**config.mk**
```make
export PLATFORM = sky130hd
export DESIGN_NAME = dedup_pending_event_table
export DESIGN_NICKNAME = d
export VERILOG_FILES = /design/src/rtl/core/edt_pkg.sv /design/src/rtl/core/edt_slot_ram.sv /design/src/rtl/core/edt_engine.sv /design/src/rtl/core/dedup_pending_event_table.sv
export SDC_FILE = /design/constraint.sdc
export NUM_CORES = 1
export LEC_CHECK = 0
export BUFFER_PORTS_ARGS = -buffer_cell sky130_fd_sc_hd__buf_2
export CAP_MARGIN = 25
export CORE_ASPECT_RATIO = 1.5
export CORE_MARGIN = 2
export CORE_UTILIZATION = 44
export CTS_BUF_LIST = sky130_fd_sc_hd__clkbuf_16
export CTS_CLUSTER_SIZE = 14
export DETAILED_ROUTE_END_ITERATION = 8
export SYNTH_ARGS = -nofsm -noshare
export SYNTH_HDL_FRONTEND = slang
export SYNTH_SLANG_ARGS = --single-unit
```
**constraint.sdc**
```tcl
create_clock -name clock -period 18.9 [get_ports clock]
set_input_delay 2.835 -clock clock [delete_from_list [all_inputs] [get_ports clock]]
set_output_delay 2.835 -clock clock [all_outputs]
set_load 0.03 [all_outputs]
```
**src/rtl/core/edt_pkg.sv**
```systemverilog
`default_nettype none

package edt_pkg;

   localparam int RECEIVER_W = 16;
   localparam int SIGNAL_W   = 8;
   localparam int VALUE_W    = 32;
   localparam int STATUS_W   = 3;
   localparam int PENDING_W  = 4;
   localparam int REQ_DATA_W = 56;
   localparam int RSP_DATA_W = 64;

   localparam logic [STATUS_W-1:0] ST_STORED    = 3'd0;
   localparam logic [STATUS_W-1:0] ST_DUPLICATE = 3'd1;
   localparam logic [STATUS_W-1:0] ST_FULL      = 3'd2;
   localparam logic [STATUS_W-1:0] ST_TAKEN     = 3'd3;
   localparam logic [STATUS_W-1:0] ST_EMPTY     = 3'd4;

   localparam logic CMD_POST = 1'b0;
   localparam logic CMD_TAKE = 1'b1;

   typedef struct packed {
      logic signed [VALUE_W-1:0] value;
      logic [SIGNAL_W-1:0]       signal;
      logic [RECEIVER_W-1:0]     receiver;
   } event_type;

   typedef struct packed {
      logic [STATUS_W-1:0]  status;
      event_type            evt;
      logic [PENDING_W-1:0] pending;
   } result_type;

   typedef struct packed {
      logic wr_en;
      logic rd_en;
   } mem_ctl_type;

endpackage

`default_nettype wire

```
**src/rtl/core/edt_slot_ram.sv**
```systemverilog
`default_nettype none

module edt_slot_ram #(
   parameter int DEPTH = 10,
   parameter int AW    = 4
) (
   input  wire logic                 clock,
   input  wire edt_pkg::mem_ctl_type mem_ctl,
   input  wire logic [AW-1:0]        mem_addr,
   input  wire edt_pkg::event_type   mem_wdata,
   output      edt_pkg::event_type   mem_rdata
);

   edt_pkg::event_type mem_ff [DEPTH];
   edt_pkg::event_type rd_data_ff;

   always_ff @(posedge clock) begin
      if (mem_ctl.wr_en) begin
         mem_ff[mem_addr] <= mem_wdata;
      end
      if (mem_ctl.rd_en) begin
         rd_data_ff <= mem_ff[mem_addr];
      end
   end

   assign mem_rdata = rd_data_ff;

endmodule

`default_nettype wire

```
**src/rtl/core/edt_engine.sv**
```systemverilog
`default_nettype none

module edt_engine #(
   parameter int SLOT_COUNT = 10,
   parameter int AW         = 4,
   parameter int CW         = 4
) (
   input  wire logic                 clock,
   input  wire logic                 reset,
   input  wire logic                 req_valid,
   output      logic                 req_ready,
   input  wire logic                 req_cmd,
   input  wire edt_pkg::event_type   req_evt,
   input  wire logic                 out_ready,
   output      logic                 out_valid,
   output      edt_pkg::result_type  out_result,
   output      edt_pkg::mem_ctl_type mem_ctl,
   output      logic [AW-1:0]        mem_addr,
   output      edt_pkg::event_type   mem_wdata,
   input  wire edt_pkg::event_type   mem_rdata
);

   localparam logic [1:0] S_IDLE    = 2'd0;
   localparam logic [1:0] S_CHECK   = 2'd1;
   localparam logic [1:0] S_COMPARE = 2'd2;
   localparam logic [1:0] S_FINISH  = 2'd3;

   logic [1:0]                     state_ff, state_in;
   logic [CW-1:0]                  idx_ff, idx_in;
   logic [CW-1:0]                  count_ff, count_in;
   logic [SLOT_COUNT-1:0]          occ_ff, occ_in;
   logic                           cmd_ff, cmd_in;
   edt_pkg::event_type             evt_ff, evt_in;
   edt_pkg::event_type             take_evt_ff, take_evt_in;
   logic [edt_pkg::STATUS_W-1:0]   status_ff, status_in;
   logic [AW-1:0]                  slot;
   logic                           at_end;

   assign slot   = idx_ff[AW-1:0];
   assign at_end = (idx_ff == CW'(SLOT_COUNT));

   always_ff @(posedge clock) begin
      if (reset) begin
         state_ff <= S_IDLE;
         occ_ff   <= '0;
         count_ff <= '0;
      end else begin
         state_ff <= state_in;
         occ_ff   <= occ_in;
         count_ff <= count_in;
      end
   end

   always_ff @(posedge clock) begin
      idx_ff      <= idx_in;
      cmd_ff      <= cmd_in;
      evt_ff      <= evt_in;
      take_evt_ff <= take_evt_in;
      status_ff   <= status_in;
   end

   always_comb begin
      state_in    = state_ff;
      idx_in      = idx_ff;
      cmd_in      = cmd_ff;
      evt_in      = evt_ff;
      take_evt_in = take_evt_ff;
      status_in   = status_ff;
      occ_in      = occ_ff;
      count_in    = count_ff;
      mem_ctl     = '0;
      mem_addr    = slot;
      mem_wdata   = evt_ff;
      out_valid   = 1'b0;
      case (state_ff)
         S_IDLE: begin
            if (req_valid) begin
               cmd_in   = req_cmd;
               evt_in   = req_evt;
               idx_in   = '0;
               state_in = S_CHECK;
            end
         end
         S_CHECK: begin
            if (at_end) begin
               status_in   = (cmd_ff == edt_pkg::CMD_TAKE) ? edt_pkg::ST_EMPTY
                                                           : edt_pkg::ST_FULL;
               take_evt_in = '0;
               state_in    = S_FINISH;
            end else if (cmd_ff == edt_pkg::CMD_POST) begin
               if (!occ_ff[slot]) begin
                  status_in   = edt_pkg::ST_STORED;
                  take_evt_in = '0;
                  state_in    = S_FINISH;
               end else begin
                  mem_ctl.rd_en = 1'b1;
                  state_in      = S_COMPARE;
               end
            end else begin
               if (occ_ff[slot]) begin
                  mem_ctl.rd_en = 1'b1;
                  state_in      = S_COMPARE;
               end else begin
                  idx_in = idx_ff + CW'(1);
               end
            end
         end
         S_COMPARE: begin
            if (cmd_ff == edt_pkg::CMD_POST) begin
               if (mem_rdata == evt_ff) begin
                  status_in   = edt_pkg::ST_DUPLICATE;
                  take_evt_in = '0;
                  state_in    = S_FINISH;
               end else begin
                  idx_in   = idx_ff + CW'(1);
                  state_in = S_CHECK;
               end
            end else begin
               status_in   = edt_pkg::ST_TAKEN;
               take_evt_in = mem_rdata;
               state_in    = S_FINISH;
            end
         end
         S_FINISH: begin
            out_valid = 1'b1;
            if (out_ready) begin
               if (status_ff == edt_pkg::ST_STORED) begin
                  mem_ctl.wr_en = 1'b1;
                  occ_in[slot]  = 1'b1;
                  count_in      = count_ff + CW'(1);
               end else if (status_ff == edt_pkg::ST_TAKEN) begin
                  occ_in[slot] = 1'b0;
                  count_in     = count_ff - CW'(1);
               end
               state_in = S_IDLE;
            end
         end
         default: begin
            state_in = S_IDLE;
         end
      endcase
   end

   assign req_ready          = (state_ff == S_IDLE);
   assign out_result.status  = status_ff;
   assign out_result.evt     = take_evt_ff;
   assign out_result.pending = edt_pkg::PENDING_W'(count_in);

   a_count_matches_flags: assert property (@(posedge clock) disable iff (reset)
      $countones(occ_ff) == int'(count_ff))
      else $error("pending count disagrees with occupancy flags");

   a_write_to_free_slot: assert property (@(posedge clock) disable iff (reset)
      mem_ctl.wr_en |-> (!at_end && !occ_ff[slot]))
      else $error("store into an occupied slot");

   a_take_lowers_count: assert property (@(posedge clock) disable iff (reset)
      (out_valid && out_ready && status_ff == edt_pkg::ST_TAKEN)
      |=> count_ff == $past(count_ff) - CW'(1))
      else $error("take did not lower pending count");

   a_no_change_when_idle: assert property (@(posedge clock) disable iff (reset)
      (state_ff != S_FINISH) |=> $stable(occ_ff))
      else $error("occupancy changed outside commit");

endmodule

`default_nettype wire

```
**src/rtl/core/dedup_pending_event_table.sv**
```systemverilog
// post scans from slot 0, reading and comparing each occupied slot, until it finds a free
// slot or a duplicate; take skips free slots up to the lowest occupied one; the longest
// scan is a post into a full table
// one request at a time, bounded by the slot scan over the single-port slot memory
// next request accepted while a finished response waits in the output register
// reset: synchronous, active high; clears occupancy flags and count, no clearing pass
`default_nettype none

module dedup_pending_event_table #(
   parameter int SLOT_COUNT = 10
) (
   input  wire logic                            clock,
   input  wire logic                            reset,
   input  wire logic                            req_tvalid,
   output      logic                            req_tready,
   input  wire logic [edt_pkg::REQ_DATA_W-1:0]  req_tdata,  // receiver, signal, value
   input  wire logic [0:0]                      req_tuser,  // command
   output      logic                            rsp_tvalid,
   input  wire logic                            rsp_tready,
   output      logic [edt_pkg::RSP_DATA_W-1:0]  rsp_tdata,  // receiver, signal, value, pending
   output      logic [edt_pkg::STATUS_W-1:0]    rsp_tuser   // status
);

   localparam int AW = (SLOT_COUNT > 1) ? $clog2(SLOT_COUNT) : 1;
   localparam int CW = $clog2(SLOT_COUNT + 1);

   edt_pkg::event_type   req_evt;
   edt_pkg::mem_ctl_type mem_ctl;
   logic [AW-1:0]        mem_addr;
   edt_pkg::event_type   mem_wdata;
   edt_pkg::event_type   mem_rdata;
   logic                 eng_out_valid;
   logic                 eng_out_ready;
   edt_pkg::result_type  eng_result;
   logic                 rsp_valid_ff;
   edt_pkg::result_type  rsp_result_ff;

   assign req_evt = edt_pkg::event_type'(req_tdata);

   edt_engine #(
      .SLOT_COUNT (SLOT_COUNT),
      .AW         (AW),
      .CW         (CW)
   ) u_engine (
      .clock      (clock),
      .reset      (reset),
      .req_valid  (req_tvalid),
      .req_ready  (req_tready),
      .req_cmd    (req_tuser[0]),
      .req_evt    (req_evt),
      .out_ready  (eng_out_ready),
      .out_valid  (eng_out_valid),
      .out_result (eng_result),
      .mem_ctl    (mem_ctl),
      .mem_addr   (mem_addr),
      .mem_wdata  (mem_wdata),
      .mem_rdata  (mem_rdata)
   );

   edt_slot_ram #(
      .DEPTH (SLOT_COUNT),
      .AW    (AW)
   ) u_slot_ram (
      .clock     (clock),
      .mem_ctl   (mem_ctl),
      .mem_addr  (mem_addr),
      .mem_wdata (mem_wdata),
      .mem_rdata (mem_rdata)
   );

   assign eng_out_ready = !rsp_valid_ff || rsp_tready;

   always_ff @(posedge clock) begin
      if (reset) begin
         rsp_valid_ff <= 1'b0;
      end else if (eng_out_valid && eng_out_ready) begin
         rsp_valid_ff <= 1'b1;
      end else if (rsp_tready) begin
         rsp_valid_ff <= 1'b0;
      end
   end

   always_ff @(posedge clock) begin
      if (eng_out_valid && eng_out_ready) begin
         rsp_result_ff <= eng_result;
      end
   end

   assign rsp_tvalid = rsp_valid_ff;
   assign rsp_tuser  = rsp_result_ff.status;
   assign rsp_tdata  = {4'b0000, rsp_result_ff.pending, rsp_result_ff.evt};

endmodule

`default_nettype wire

```
======== Word level (Yosys, flattened, before mapping) ========
Memory sizes are Yosys's and may differ from the RTL's. A register that Yosys moved wholly into a read port is not among the register bits.
Cells that the tools add are included.
storage, ports and cells
  output and inout bits ................... 69
  word-level logic and storage cells ...... 109
  bits in registers ....................... 200
  memory bits (read-only) ................. 0
  latch bits .............................. 0
  input bits .............................. 61
  memories kept ........................... 1
  memory bits (writable) .................. 560
cells by class
  equal/unequal tests ..................... 17
  multiplexer cells ....................... 50
  $mul .................................... 0
  reductions and logical operators ........ 15
  add/sub/neg operators ................... 3
  shifts and indexed selects .............. 0
  bitwise operators ....................... 3
  magnitude comparators ................... 2
  div/mod/pow operators ................... 0
memories
  name               words  bits a word  rd ports  clocked after Yosys merged registers in  write ports  RTL line            RTL
  u_slot_ram.mem_ff  10     56           1         1                                        1            edt_slot_ram.sv:14  edt_pkg::event_type mem_ff [DEPTH];
operators by type and width
  operator             number
  $mux 56              5
  $pmux 56 s2          1
  $eq 56x56->1         1
  $mux 4               10
  $mux 10              2
  $mux 3               6
  $mux 1               14
  $mux 2               7
  $ne 2x2->1 const B   6
  $pmux 4 s3           1
  $and 10x10->10       1
  $not 10->10          1
  $or 10x10->10        1
  $add 4x1->4 const B  2
  $pmux 2 s4           1
  $reduce_and 7->1     1
  $pmux 3 s2           1
  $reduce_and 3->1     2
  $reduce_bool 2->1    3
  $lt 4x5->1 const B   1
  $bmux 1 s4           1
  $demux 1 s4          1
  $eq 2x2->1 const B   2
  $eq 4x4->1 const B   1
  other kinds (17)     18

======== Depth between registers and ports, before layout ========
  depth after elaboration ................. 8
  mapped depth ............................ 8
  mapped depth without buffers ............ 7

======== By module ========
A second synthesis with hierarchy kept.
unflattened totals
  cell total of the unflattened synthesis .. 1572
  area total of the unflattened synthesis .. 30991.0 µm²
modules (own cells, without submodules)
  module                     cells an instance  seq. area each (µm²)  times used  area an instance (µm²)
  edt_slot_ram               1085               18497.7               1           23144.7
  edt_engine                 414                3923.8                1           5865.6
  dedup_pending_event_table  73                 1911.8                1           1980.6

======== Least setup slack after synthesis ========
Ideal clock, no wire load.
  path type ............................... register to register
  start point ............................. register u_engine.idx_ff[3] (netlist: u_engine.mem_addr[3])
  end point ............................... register u_engine.take_evt_ff, in the netlist u_engine.out_result[10], enable pin
  arrival time ............................ 6.405 ns
  period minus slack after synthesis ...... 7.279 ns
  cell stages (with the launch flop) ...... 7
  data required time ...................... 18.025 ns
  library setup time ...................... 0.875 ns
  buffers on the path ..................... 1
  setup slack ............................. 11.621 ns
  cells stage by stage .................... edfxtp_1 buf_6 or3b_4 o32ai_4 nor3_1 nor2_1 a211oi_1
between the ends
  cells in the longest elaborated chain, start to end .. 4
  elaborated cells on any way between the ends .. 6
  those cells by class .................... eq/ne: 3; mux: 2; reduce/logical: 1
RTL lines
  item                                 RTL line          RTL
  start, declared                      edt_engine.sv:29  logic [CW-1:0] idx_ff, idx_in;
  start signal, assigned               edt_engine.sv:55  idx_ff <= idx_in;
  $bmux 1 s4                           edt_engine.sv:91  if (!occ_ff[slot]) begin
  $mux 1 (not written as such)         edt_engine.sv:91
  $ne 3x2->1 (no source line)          n/a
  $reduce_and 4->1 (no source line) *  n/a
  end signal, assigned                 edt_engine.sv:58  take_evt_ff <= take_evt_in;
  end, declared                        edt_engine.sv:34  edt_pkg::event_type take_evt_ff, take_evt_in;
Every way passes the cells marked *; elsewhere a longest branch is shown, timed or not. The select of a mux whose other input is x is not followed.
A chain may end at the register's enable or synchronous reset.

======== Worst setup path after layout ========
  start point ............................. register u_engine.idx_ff[0] (netlist: u_engine.mem_addr[0])
  end point ............................... register u_engine.take_evt_ff, in the netlist u_engine.out_result[19], enable pin
The elaborated chain is that of the path after synthesis.

==> results.toml <==
[placed_design]
placed_area_sq_um = 32300
portBuffers = 125
dp_hpwl_microns = 36400
gp_congestion = 0.775

[timing]
clock_skew_ns = 0.0247
setup_viol_count_final = 0
fmax_ghz = 0.190
final_max_slew_viol_count = 0
slew_headroom_pct = 30.1
period_share_pct = 27.9
fin_crit_ns = 5.27
tns_ns = 0
hold_viol_final = 0
worstMarginPinSlew_ns = 1.05
rsz0062_at_grt = "false"

[finish]
num-fill-cells = 5611
drive_gt1_share_pct = 22.5
area_growth_pct = 13.2
post-route-cell-area_sq_um = 34800
nets = 1735
diodes = 0

[floorplan]
die_h_microns = 328
core_area_sq_um = 69100
num_io_pins = 130
die_area_sq_um = 72100
start_util_pct = 44.5
die_x_microns = 220
rows = 118

[synth]
syn_inst = 1509
ys_warn_count = 0
avgSynthCellArea_sq_um = 20.4
async_flop_share_pct = 0
yosysUniqueCellTypes = 48
ys_ff_latch = 816
synth_top_area_share_pct = 78.0
synth-seq-area-share_pct = 79.1
synth-edff-count = 799
synthFlopType = "edfxtp_1"
syn-cell-area_sq_um = 30800
ys_top_cells_by_area = "edfxtp_1 (78%), mux4_2 (8.3%), mux2i_1 (2.0%)"
synth_top_area_cell = "edfxtp_1"
synth_most_common_cell = "edfxtp_1"
synth_common_cells = "edfxtp_1 (799), mux4_2 (113), a21oi_1 (69), nor2b_1 (63), mux2i_1 (60)"

[power_and_ir_drop]
clkPwrFrac_pct = 31.6
p_sw_share_pct = 27.1
power.density_nw_per_um2 = 138
seqPwrFrac_pct = 49.1
p_switching_mw = 1.30
vdd_drop_max_uv = 109
combPwrFrac_pct = 19.3
leakagePower_nw = 11.4
intPower_mw = 3.50
power.total_mw = 4.80

[setup_path]
required_ns = 19.15
path_max_fanout = 57
timing.rr.end = "u_engine.out_result[19]"
endpoint_kind = "register"
r2r_setup_slack_ns = 13.63
rr_worst_depth = 9
start_kind = "register"
arrival_ns = 5.53
worstSetupPathType = "register to register"
timing.rr.start = "u_engine.mem_addr[0]"

[detailed_routing]
firstDrtPassIters = 5
post-route-drc-count = 0
wl_per_cell_microns = 24.4
via_per_inst = 5.44
drt_iter0_drc = 1117
postRouteAntennaNets = 0
vias = 14200
routed_wirelength_microns = 64000

[clock_network]
post_cts_buffers = 0
cts_sinks = 816
clock_path_buffers = 3
cts-root-buf = "clkbuf_16"
cts_buffers = 76
cts_tree = "yes"
clk_pin_slew_ns = 0.07
clock_latency_ns = 0.63
cts_resized = 0
holdBufCountCts = 0
htree_num_levels = 3

[global_routing]
grt_pass1_vias = 14800
overflow = 0
antenna_found_initial = 1
track_usage_pct = 18.2
grt_pass1_wl_microns = 95900
grt_max_degree = 83

[worst_hold_path]
min_path_cells = 0
hold_path.class = "register to register"
min_to = "rsp_tdata[21]"
min_from = "u_engine.out_result[25]"

[flow_run]
drv_cap = 0

[run_status]
outcome = "completed"
power groups by stage:
stage / combinational, mW / clock [mW] / sequential (mW)
after floorplan: 0.699 / 0 / 2.38
after global placement: 0.938 / 0 / 2.39
after detailed placement: 0.952 / 0 / 2.40
after CTS: 0.954 / 1.55 / 2.36
after global routing: 1.01 / 1.61 / 2.38
final: 0.924 / 1.52 / 2.36
critical path, stage by stage, from the launching register on:
cell and delay (ns):
edfxtp_1 0.32, buf_4 0.68, buf_4 0.86, mux2i_1 0.40, o32ai_4 0.14, nor3_1 0.38
nor2_4 0.06, buf_4 0.42, a211oi_4 0.81, buf_4 0.66
state kept, by name, indices dropped and copies added, names as in the netlist, named ones only:
register,flops
u_engine.status_ff,3
u_engine.count_ff,4
rsp_tvalid,1
u_slot_ram.mem_ff,560
u_engine.out_result,56
u_engine.cmd_ff,1
u_engine.state_ff,2
u_engine.mem_addr,4
rsp_tdata,60
rsp_tuser,3
u_slot_ram.mem_rdata,56
u_engine.mem_wdata,56
layout make-up:
class / count / area, sq um / share of cell area [%]
clock buffers: 78 / 1950 / 5.61
clock inverters: 55 / 513 / 1.47
inverters: 23 / 86.3 / 0.248
well taps: 900 / 1130 / 3.23
flip-flops and latches: 816 / 24300 / 69.9
multi-input cells: 597 / 5990 / 17.2
repair buffers: 150 / 813 / 2.34
worst max-delay path by stage:
stage | depth (start not counted) | startpoint | slack, ns | endpoint
2_1_floorplan | 6 | u_engine.mem_addr[3] | 11.62 | u_engine.out_result[10]
3_3_place_gp | 9 | u_engine.mem_addr[0] | 13.70 | u_engine.out_result[4]
3_5_place_dp | 9 | u_engine.mem_addr[0] | 13.50 | u_engine.out_result[4]
4_1_cts | 9 | u_engine.mem_addr[0] | 13.47 | u_engine.out_result[49]
5_1_grt | 9 | u_engine.mem_addr[0] | 13.18 | u_engine.out_result[17]
6_report | 9 | u_engine.mem_addr[0] | 13.63 | u_engine.out_result[19]
placed cells by master (no fill, tap or decap), drive strengths merged, types with 2 or more instances in the layout:
| cell | synthesis | layout |
|---|---|---|
| or3 | 2 | 2 |
| mux2i | 60 | 60 |
| a21oi | 69 | 69 |
| inv | 23 | 44 |
| clkinv | 0 | 23 |
| nand4 | 16 | 16 |
| xnor2 | 58 | 58 |
| clkbuf | 46 | 78 |
| mux4 | 113 | 113 |
| ha | 10 | 10 |
| nor3b | 2 | 2 |
| and3 | 57 | 57 |
| or2 | 3 | 3 |
| bufinv | 0 | 9 |
| dfxtp | 17 | 17 |
| and2 | 6 | 6 |
| nor2 | 10 | 10 |
| conb | 1 | 4 |
| nor3 | 6 | 6 |
| nand2 | 14 | 14 |
| edfxtp | 799 | 799 |
| xor2 | 3 | 3 |
| nand2b | 3 | 3 |
| nand3 | 6 | 6 |
| o21ai | 14 | 14 |
| clkinvlp | 0 | 2 |
| nor2b | 63 | 63 |
| buf | 30 | 150 |
| a211oi | 58 | 58 |
| a41oi | 2 | 2 |
| nor4 | 5 | 5 |
metrics by stage:
| stage | instances | util, % | hold WS [ns] | worst slack, ns |
|---|---|---|---|---|
| after detailed placement | 2486 | 46.8 | 0.405 | 13.50 |
| after CTS | 2619 | 50.4 | 0.405 | 13.47 |
| final | 2619 | 50.4 | 0.407 | 13.63 |
| after floorplan | 1512 | - | 0.400 | 11.62 |
| after global routing | 2619 | 50.4 | 0.412 | 13.18 |
| after global placement | 2486 | 46.8 | 0.401 | 13.70 |
per-layer routing:
layer  track usage [%]  wire length [microns]  vias up
li1                  -                      -     6385
met4              6.48                   1610        0
met5                 0                      0        -
met2              31.1                  33200      359
met3              2.33                   2750       82
met1              24.0                  26500     7423
cell families after synthesis:
| group | synth area share [%] |
|---|---|
| buf+inv | 1.55 |
| mux | 10.2 |
| other cells | 0.0122 |
| xor+xnor | 1.74 |
| fa+ha+maj | 0.407 |
| simple gates | 3.82 |
| flops | 79.1 |
| compound gates | 3.12 |
No activity file was read; power rests on OpenSTA's default activity.
